**src/rtl/core/sdsc_pkg.sv**
```systemverilog
// ----------------------------------------------------------------------------
// sdsc_pkg
// Shared types and constants for the SD SPI command transaction core.
// ----------------------------------------------------------------------------
package sdsc_pkg;

    // Polls sent after the frame before a timeout is declared, minus one.
    localparam int unsigned POLL_LIMIT = 128;

    // Command codes of an input item.
    localparam logic CMD_START = 1'b0;
    localparam logic CMD_RX    = 1'b1;

    // One input item.
    typedef struct packed {
        logic        command;
        logic [5:0]  cmd_index;
        logic [31:0] argument;
        logic        use_crc;
        logic [7:0]  rx_byte;
    } t_in_item;

    // One result item.
    typedef struct packed {
        logic       tx_valid;
        logic [7:0] tx_byte;
        logic       done_res;
        logic [7:0] response;
        logic       timed_out;
    } t_out_item;

endpackage

```
**src/rtl/core/sdsc_in_if.sv**
```systemverilog
// ----------------------------------------------------------------------------
// sdsc_in_if
// Input item channel: valid/ready handshake with command item payload.
// ----------------------------------------------------------------------------
interface sdsc_in_if;
    logic        valid;
    logic        ready;
    logic        command;
    logic [5:0]  cmd_index;
    logic [31:0] argument;
    logic        use_crc;
    logic [7:0]  rx_byte;

    modport source (
        output valid, command, cmd_index, argument, use_crc, rx_byte,
        input  ready
    );
    modport sink (
        input  valid, command, cmd_index, argument, use_crc, rx_byte,
        output ready
    );
endinterface

```
**src/rtl/core/sdsc_out_if.sv**
```systemverilog
// ----------------------------------------------------------------------------
// sdsc_out_if
// Result item channel: valid/ready handshake with result payload.
// ----------------------------------------------------------------------------
interface sdsc_out_if;
    logic       valid;
    logic       ready;
    logic       tx_valid;
    logic [7:0] tx_byte;
    logic       done_res;
    logic [7:0] response;
    logic       timed_out;

    modport source (
        output valid, tx_valid, tx_byte, done_res, response, timed_out,
        input  ready
    );
    modport sink (
        input  valid, tx_valid, tx_byte, done_res, response, timed_out,
        output ready
    );
endinterface

```
**src/rtl/core/sdsc_txn_fsm.sv**
```systemverilog
// ----------------------------------------------------------------------------
// sdsc_txn_fsm
// Transaction sequencer: frame generation, running CRC7, R1 polling.
// ----------------------------------------------------------------------------
module sdsc_txn_fsm (
    input  logic               i_clk,
    input  logic               i_rst_n,
    input  logic               i_en,
    input  sdsc_pkg::t_in_item i_item,
    output sdsc_pkg::t_out_item o_res
);

    localparam logic [1:0] PH_IDLE  = 2'd0;
    localparam logic [1:0] PH_FRAME = 2'd1;
    localparam logic [1:0] PH_POLL  = 2'd2;

    localparam logic [2:0] POS_CRC  = 3'd5;
    localparam logic [7:0] POLL_END = 8'(sdsc_pkg::POLL_LIMIT + 1);

    logic [1:0]  r_phase,    n_phase;
    logic [2:0]  r_pos,      n_pos;
    logic        r_len_six,  n_len_six;
    logic [5:0]  r_index,    n_index;
    logic [31:0] r_arg,      n_arg;
    logic [6:0]  r_crc,      n_crc;
    logic [7:0]  r_poll,     n_poll;

    logic [7:0]  w_fbyte;
    logic [2:0]  w_flen;

    // CRC7 (poly 0x09), one byte MSB first
    function automatic logic [6:0] crc7_byte(input logic [6:0] crc, input logic [7:0] d);
        logic [6:0] c;
        logic       fb;
        c = crc;
        for (int b = 7; b >= 0; b--) begin
            fb = d[b] ^ c[6];
            c  = {c[5:0], 1'b0} ^ (fb ? 7'h09 : 7'h00);
        end
        return c;
    endfunction

    always_comb begin
        case (r_pos)
            3'd0:    w_fbyte = {2'b01, r_index};
            3'd1:    w_fbyte = r_arg[31:24];
            3'd2:    w_fbyte = r_arg[23:16];
            3'd3:    w_fbyte = r_arg[15:8];
            3'd4:    w_fbyte = r_arg[7:0];
            default: w_fbyte = {r_crc, 1'b1};
        endcase
    end

    assign w_flen = r_len_six ? 3'd6 : 3'd5;

    always_comb begin
        n_phase   = r_phase;
        n_pos     = r_pos;
        n_len_six = r_len_six;
        n_index   = r_index;
        n_arg     = r_arg;
        n_crc     = r_crc;
        n_poll    = r_poll;

        o_res.tx_valid  = 1'b0;
        o_res.tx_byte   = 8'hFF;
        o_res.done_res  = 1'b0;
        o_res.response  = 8'h00;
        o_res.timed_out = 1'b0;

        if (i_item.command == sdsc_pkg::CMD_START) begin
            n_index   = i_item.cmd_index;
            n_arg     = i_item.argument;
            n_len_six = i_item.use_crc;
            n_crc     = crc7_byte(7'h00, {2'b01, i_item.cmd_index});
            n_poll    = 8'h00;
            n_phase   = PH_FRAME;
            n_pos     = 3'd1;
            o_res.tx_valid = 1'b1;
            o_res.tx_byte  = {2'b01, i_item.cmd_index};
        end else begin
            unique case (r_phase)
                PH_FRAME: begin
                    o_res.tx_valid = 1'b1;
                    if (r_pos < w_flen) begin
                        o_res.tx_byte = w_fbyte;
                        n_pos         = r_pos + 3'd1;
                        if (r_pos < POS_CRC) begin
                            n_crc = crc7_byte(r_crc, w_fbyte);
                        end
                    end else begin
                        n_phase = PH_POLL;
                        n_poll  = 8'd1;
                    end
                end
                PH_POLL: begin
                    if (i_item.rx_byte != 8'hFF) begin
                        o_res.done_res = 1'b1;
                        o_res.response = i_item.rx_byte;
                        n_phase        = PH_IDLE;
                    end else if (r_poll >= POLL_END) begin
                        o_res.done_res  = 1'b1;
                        o_res.response  = 8'hFF;
                        o_res.timed_out = 1'b1;
                        n_phase         = PH_IDLE;
                    end else begin
                        o_res.tx_valid = 1'b1;
                        n_poll         = r_poll + 8'd1;
                    end
                end
                default: begin
                    n_phase = PH_IDLE;
                end
            endcase
        end
    end

    always_ff @(posedge i_clk) begin
        if (!i_rst_n) begin
            r_phase   <= PH_IDLE;
            r_pos     <= 3'd0;
            r_len_six <= 1'b0;
            r_index   <= 6'd0;
            r_arg     <= 32'd0;
            r_crc     <= 7'd0;
            r_poll    <= 8'd0;
        end else if (i_en) begin
            r_phase   <= n_phase;
            r_pos     <= n_pos;
            r_len_six <= n_len_six;
            r_index   <= n_index;
            r_arg     <= n_arg;
            r_crc     <= n_crc;
            r_poll    <= n_poll;
        end
    end

endmodule

```
**src/rtl/core/sd_spi_command_transaction_core.sv**
```systemverilog
// ----------------------------------------------------------------------------
// sd_spi_command_transaction_core
// Host side of one SD-card SPI command: frame, CRC7 and R1 response polling.
// ----------------------------------------------------------------------------
// One item in, one result out, every item. A start item (command = 0) latches
// the index, argument and CRC choice and returns the first frame byte; each
// later item carries the byte the card shifted back and returns the next byte
// to send (tx_valid = 1) or, at the end, done_res with the R1 response. The
// block sustains one item per clock while results are taken: an input register
// feeds the single-pass sequencer, whose result lands in an output register,
// and a stalled result does not stop the next item from being taken into the
// input register while that register is empty.
module sd_spi_command_transaction_core (
    input  logic        i_clk,
    input  logic        i_rst_n,
    sdsc_in_if.sink     i_in,
    sdsc_out_if.source  o_out
);

    logic                r_in_valid;
    sdsc_pkg::t_in_item  r_in;
    logic                r_out_valid;
    sdsc_pkg::t_out_item r_out;

    sdsc_pkg::t_out_item w_res;
    logic                w_adv;   // input register hands its item on

    assign w_adv      = r_in_valid && (!r_out_valid || o_out.ready);
    assign i_in.ready = !r_in_valid || w_adv;

    // Input register
    always_ff @(posedge i_clk) begin
        if (!i_rst_n) begin
            r_in_valid <= 1'b0;
        end else if (i_in.valid && i_in.ready) begin
            r_in_valid <= 1'b1;
        end else if (w_adv) begin
            r_in_valid <= 1'b0;
        end
    end

    always_ff @(posedge i_clk) begin
        if (i_in.valid && i_in.ready) begin
            r_in.command   <= i_in.command;
            r_in.cmd_index <= i_in.cmd_index;
            r_in.argument  <= i_in.argument;
            r_in.use_crc   <= i_in.use_crc;
            r_in.rx_byte   <= i_in.rx_byte;
        end
    end

    // Sequencer state advances once per item handed on
    sdsc_txn_fsm u_fsm (
        .i_clk   (i_clk),
        .i_rst_n (i_rst_n),
        .i_en    (w_adv),
        .i_item  (r_in),
        .o_res   (w_res)
    );

    // Result register
    always_ff @(posedge i_clk) begin
        if (!i_rst_n) begin
            r_out_valid <= 1'b0;
        end else if (w_adv) begin
            r_out_valid <= 1'b1;
        end else if (o_out.ready) begin
            r_out_valid <= 1'b0;
        end
    end

    always_ff @(posedge i_clk) begin
        if (w_adv) begin
            r_out <= w_res;
        end
    end

    assign o_out.valid     = r_out_valid;
    assign o_out.tx_valid  = r_out.tx_valid;
    assign o_out.tx_byte   = r_out.tx_byte;
    assign o_out.done_res  = r_out.done_res;
    assign o_out.response  = r_out.response;
    assign o_out.timed_out = r_out.timed_out;

`ifndef SYNTHESIS
    // A timeout always finishes the transaction with an all-ones response.
    a_timeout_done: assert property (@(posedge i_clk) disable iff (!i_rst_n)
        r_out_valid && r_out.timed_out |-> r_out.done_res && r_out.response == 8'hFF)
        else $error("timeout without done or 0xFF response");

    // A finished transaction asks for no further byte.
    a_done_no_tx: assert property (@(posedge i_clk) disable iff (!i_rst_n)
        r_out_valid && r_out.done_res |-> !r_out.tx_valid)
        else $error("done with tx_valid set");

    // A held input item stays until it is handed on.
    a_in_hold: assert property (@(posedge i_clk) disable iff (!i_rst_n)
        r_in_valid && !w_adv |=> r_in_valid)
        else $error("input item lost");

    // A stalled result is not overwritten.
    a_out_hold: assert property (@(posedge i_clk) disable iff (!i_rst_n)
        r_out_valid && !o_out.ready |=> r_out_valid && $stable(r_out))
        else $error("stalled result changed");
`endif

endmodule

```
**src/flat_wrapper.sv**
```systemverilog
// flat-port wrapper written by rule: the top's interface ports become plain ports
module sd_spi_command_transaction_core_flat 
  (i_clk, i_rst_n, i_in_valid, i_in_command, i_in_cmd_index, i_in_argument, i_in_use_crc, i_in_rx_byte, i_in_ready, o_out_valid, o_out_tx_valid, o_out_tx_byte, o_out_done_res, o_out_response, o_out_timed_out, o_out_ready);
  sdsc_in_if i_in_i ();
  sdsc_out_if o_out_i ();
  input  logic i_clk;
  input  logic i_rst_n;
  input wire logic [$bits(i_in_i.valid)-1:0] i_in_valid;
  input wire logic [$bits(i_in_i.command)-1:0] i_in_command;
  input wire logic [$bits(i_in_i.cmd_index)-1:0] i_in_cmd_index;
  input wire logic [$bits(i_in_i.argument)-1:0] i_in_argument;
  input wire logic [$bits(i_in_i.use_crc)-1:0] i_in_use_crc;
  input wire logic [$bits(i_in_i.rx_byte)-1:0] i_in_rx_byte;
  output wire logic [$bits(i_in_i.ready)-1:0] i_in_ready;
  output wire logic [$bits(o_out_i.valid)-1:0] o_out_valid;
  output wire logic [$bits(o_out_i.tx_valid)-1:0] o_out_tx_valid;
  output wire logic [$bits(o_out_i.tx_byte)-1:0] o_out_tx_byte;
  output wire logic [$bits(o_out_i.done_res)-1:0] o_out_done_res;
  output wire logic [$bits(o_out_i.response)-1:0] o_out_response;
  output wire logic [$bits(o_out_i.timed_out)-1:0] o_out_timed_out;
  input wire logic [$bits(o_out_i.ready)-1:0] o_out_ready;
  assign i_in_i.valid = i_in_valid;
  assign i_in_i.command = i_in_command;
  assign i_in_i.cmd_index = i_in_cmd_index;
  assign i_in_i.argument = i_in_argument;
  assign i_in_i.use_crc = i_in_use_crc;
  assign i_in_i.rx_byte = i_in_rx_byte;
  assign i_in_ready = i_in_i.ready;
  assign o_out_valid = o_out_i.valid;
  assign o_out_tx_valid = o_out_i.tx_valid;
  assign o_out_tx_byte = o_out_i.tx_byte;
  assign o_out_done_res = o_out_i.done_res;
  assign o_out_response = o_out_i.response;
  assign o_out_timed_out = o_out_i.timed_out;
  assign o_out_i.ready = o_out_ready;
  sd_spi_command_transaction_core u_core (.i_clk(i_clk), .i_rst_n(i_rst_n), .i_in(i_in_i), .o_out(o_out_i));
endmodule
```
**config.mk**
```make
export PLATFORM = sky130hd
export DESIGN_NAME = sd_spi_command_transaction_core_flat
export DESIGN_NICKNAME = d
export VERILOG_FILES = /design/src/rtl/core/sdsc_pkg.sv /design/src/rtl/core/sdsc_in_if.sv /design/src/rtl/core/sdsc_out_if.sv /design/src/rtl/core/sdsc_txn_fsm.sv /design/src/rtl/core/sd_spi_command_transaction_core.sv /design/src/flat_wrapper.sv
export SDC_FILE = /design/constraint.sdc
export NUM_CORES = 1
export LEC_CHECK = 0
export BUFFER_PORTS_ARGS = -buffer_cell sky130_fd_sc_hd__buf_2
export CAP_MARGIN = 5
export CORE_ASPECT_RATIO = 0.6
export CORE_UTILIZATION = 30
export DETAILED_ROUTE_END_ITERATION = 10
export GPL_ROUTABILITY_DRIVEN = 0
export PLACE_DENSITY_LB_ADDON = 0.05
export SYNTH_ARGS = -nofsm -noshare
export SYNTH_HDL_FRONTEND = slang
export SYNTH_SLANG_ARGS = --single-unit
```
**constraint.sdc**
```tcl
create_clock -name i_clk -period 2.9 [get_ports i_clk]
set_input_delay 0.725 -clock i_clk [delete_from_list [all_inputs] [get_ports i_clk]]
set_output_delay 0.725 -clock i_clk [all_outputs]
set_load 0.1 [all_outputs]
```
==> qor.yml <==
syn_inst: 503
dr.first_iter.drc_count: 267
drive_gt1_share_pct: 21.78
synthFlopType: "edfxtp_1"
hold_viol_final: 0
post-route-period-util_pct: 89.89
arrival_ps: 2960
fin_setup_tns_ps: 0
netlist_top_cells_count: "94 x nand2_1, 67 x edfxtp_1, 61 x dfxtp_1"
syn_area_um2: 5478
cts.reportedPaths.clkPinSlew_ps: 60
synth_seq_area_share_pct: 59.02
grt_pass1_vias: 3995
yosysTopAreaCell: "edfxtp_1"
peakVddDrop_mv: 0.3734
crit_type: "reg -> reg"
synth_fp_nets: 566
grt_overflow: 0
cp_common_cell: "xor2_1"
dpl_cell_area_um2: 6168
vias: 3943
n_antenna_cell: 0
clkSinkCount: 128
yosys-top-cells-area: "edfxtp_1 37%, dfxtp_1 22%, nand2_1 6.4%"
finish.net_count: 647
max_stage_delay_ps: 460
core.rowCount: 37
design.core.area_um2: 17500
viasPerCell: 4.745
clockBufferDepth: 2
rsz0062_at_grt: "false"
antenna_found_initial: 0
drcViolationCount: 0
syn_to_final_growth_pct: 23.02
cp_max_fo: 16
cp_slowest_cell: "a222oi_1"
dieArea_um2: 18820
cts_hold_buf: 0
maxSlewHeadroom_pct: 60.19
stdcell_area_um2: 6739
cap_violations: 0
skew_ps: 8.294
wirelength_mm: 13.57
fin_total_pwr_mw: 4.490
ys_seq_elements: 128
ios: 73
hold_depth: 2
ctsResizeCount: 0
n_fill_cell: 1747
insertion_delay_ps: 420
yosysMostFrequentCell: "nand2_1"
grt_pass1_wl_mm: 21.72
min_path_type: "reg -> reg"
initial_core_util_pct: 31.30
layout_min_cycle_time_ps: 2607
first_pass_iters: 4
powerDensity_nw_per_um2: 666.2
yosys.area.top_type_share_pct: 36.73
cts_tree: "built"
startpoint_type: "flip-flop"
critPathRequiredTime_ps: 3250
synth_cell_types: 52
run_status: "finished, final reports clean"
async_flop_share_pct: 0
post-place-ws_ps: 301.7
critPathCaptureType: "flip-flop"
portBuffers: 72
reg2reg_depth: 9
die-height_um: 106.7
synth_enable_flop_cells: 67
dieWidth_um: 176.4
worstMarginPinSlew_ps: 591.0
slew_violations: 0
max_freq_mhz: 383.6
dpl.hpwl_mm: 9.648
htreeDepth: 4
crit_chain: "inv_1 -> ha_1 -> a222oi_1 -> o211ai_2 -> xor2_1 -> xor2_1 -> mux2i_1 -> a31oi_1 -> o21ai_1"
wl_per_cell_um: 16.33
grt_max_degree: 41
ys_warn_count: 0
numCtsBuffers: 17
p_leak_nw: 2.543
finalSetupViolCount: 0
syn_area_per_cell_um2: 10.89
postCtsSetupBuffers: 0
ant_nets: 0
fin_ws_ps: 293.0
cts-root-buf: "clkbuf_16"
holdWs_ps: 473.8
grt_usage_pct: 15.48
## layout by cell type, fill, tap and decap left out, types with 2 or more instances in the layout
cell         n
o21ai_0      8
a222oi_1     6
a21o_1       3
nor2_1      21
a21oi_1     13
o2111ai_1    2
inv_1       15
a32oi_1      5
a21boi_0    39
nor2b_1      6
nand2b_1     2
buf_4       18
nand4_1     10
and3_1       4
clkinv_4     3
a22oi_1      2
nand2_1     94
edfxtp_1    67
o21a_1       2
o221ai_1     2
dfxtp_1     60
nand3_1      8
clkinv_2     2
xnor2_1     12
o21ai_1      7
inv_6        4
nor4_1       2
clkinv_1     2
clkbuf_16   17
clkinvlp_4   4
a221o_1      2
mux2i_1     10
a21boi_1     2
nor3_1       2
xor2_1      15
and2_1      11
ha_1        11
buf_2       72
a31oi_1     11
## worst paths after layout
path	to	slack [ps]	startpoint
worst min-delay path	u_core.u_fsm.r_poll[7]	470	u_core.u_fsm.r_poll[7]
worst max register to register	u_core.u_fsm.r_crc[6]	290	u_core.u_fsm.r_pos[0]
worst min register to register	u_core.u_fsm.r_poll[7]	470	u_core.u_fsm.r_poll[7]
worst max-delay path	u_core.u_fsm.r_crc[6]	290	u_core.u_fsm.r_pos[0]
## cell type report
| cell class | instances | area (um^2) | area share [%] |
|---|---|---|---|
| clock buffers | 18 | 439.2 | 6.517 |
| repair buffers | 91 | 515.5 | 7.649 |
| clock inverters | 14 | 131.4 | 1.949 |
| multi-input cells | 329 | 2062 | 30.60 |
| inverters | 17 | 63.81 | 0.9469 |
| flip-flops and latches | 128 | 3234 | 47.99 |
| well taps | 234 | 292.8 | 4.345 |
## power by group
| part | internal, mW | switching, mW | total (mW) | leakage (nW) |
|---|---|---|---|---|
| Sequential | 1.99 | 0.0471 | 2.04 | 1.14 |
| Clock | 1.21 | 0.851 | 2.06 | 0.270 |
| Combinational | 0.132 | 0.257 | 0.389 | 1.14 |
| Total | 3.33 | 1.16 | 4.49 | 2.54 |
## registers in the layout, indices dropped and copies added (netlist names)
signal,flops
u_core.u_fsm.r_crc,7
u_core.o_out.response,8
u_core.u_fsm.r_pos,3
u_core.o_out.valid,1
u_core.u_fsm.r_arg,32
u_core.o_out.tx_valid,1
u_core.u_fsm.r_poll,8
u_core.o_out.done_res,1
u_core.o_out.tx_byte,8
u_core.r_in_valid,1
u_core.u_fsm.r_len_six,1
u_core.u_fsm.r_phase,2
u_core.r_in,48
u_core.u_fsm.r_index,6
u_core.o_out.timed_out,1
## through the flow
step	utilization, %	instances
3_5_place_dp	35.25	799
2_1_floorplan	-	503
3_3_place_gp	35.25	799
6_report	38.51	831
4_1_cts	38.51	831
5_1_grt	38.51	831
## routing by layer
layer,global-route usage (%),share of wire [%],up-vias
li1,-,-,1960
met1,23.53,55,1884
met2,20.11,38,83
met3,4.326,5.1,16
met4,6.034,1.4,0
met5,0,0,-
## critical path: cells and delay by family, from the launching register on
kind / cells / cell delay (ps)
DFF: 1 / 420
buffers and inverters: 1 / 110
adders and majority gates: 1 / 410
xor gates and xnor gates: 2 / 530
AOI/OAI and AO/OA: 4 / 840
muxes: 1 / 210
## logic make-up after synthesis
| kind of cell | after synthesis | synth area share [%] |
|---|---|---|
| fa+ha+maj | 11 | 2.513 |
| simple gates | 164 | 13.32 |
| compound gates | 117 | 15.60 |
| buf+inv | 46 | 3.403 |
| mux | 10 | 1.827 |
| flops | 128 | 59.02 |
| xor+xnor | 27 | 4.317 |
(Power assumes the default switching activity.)
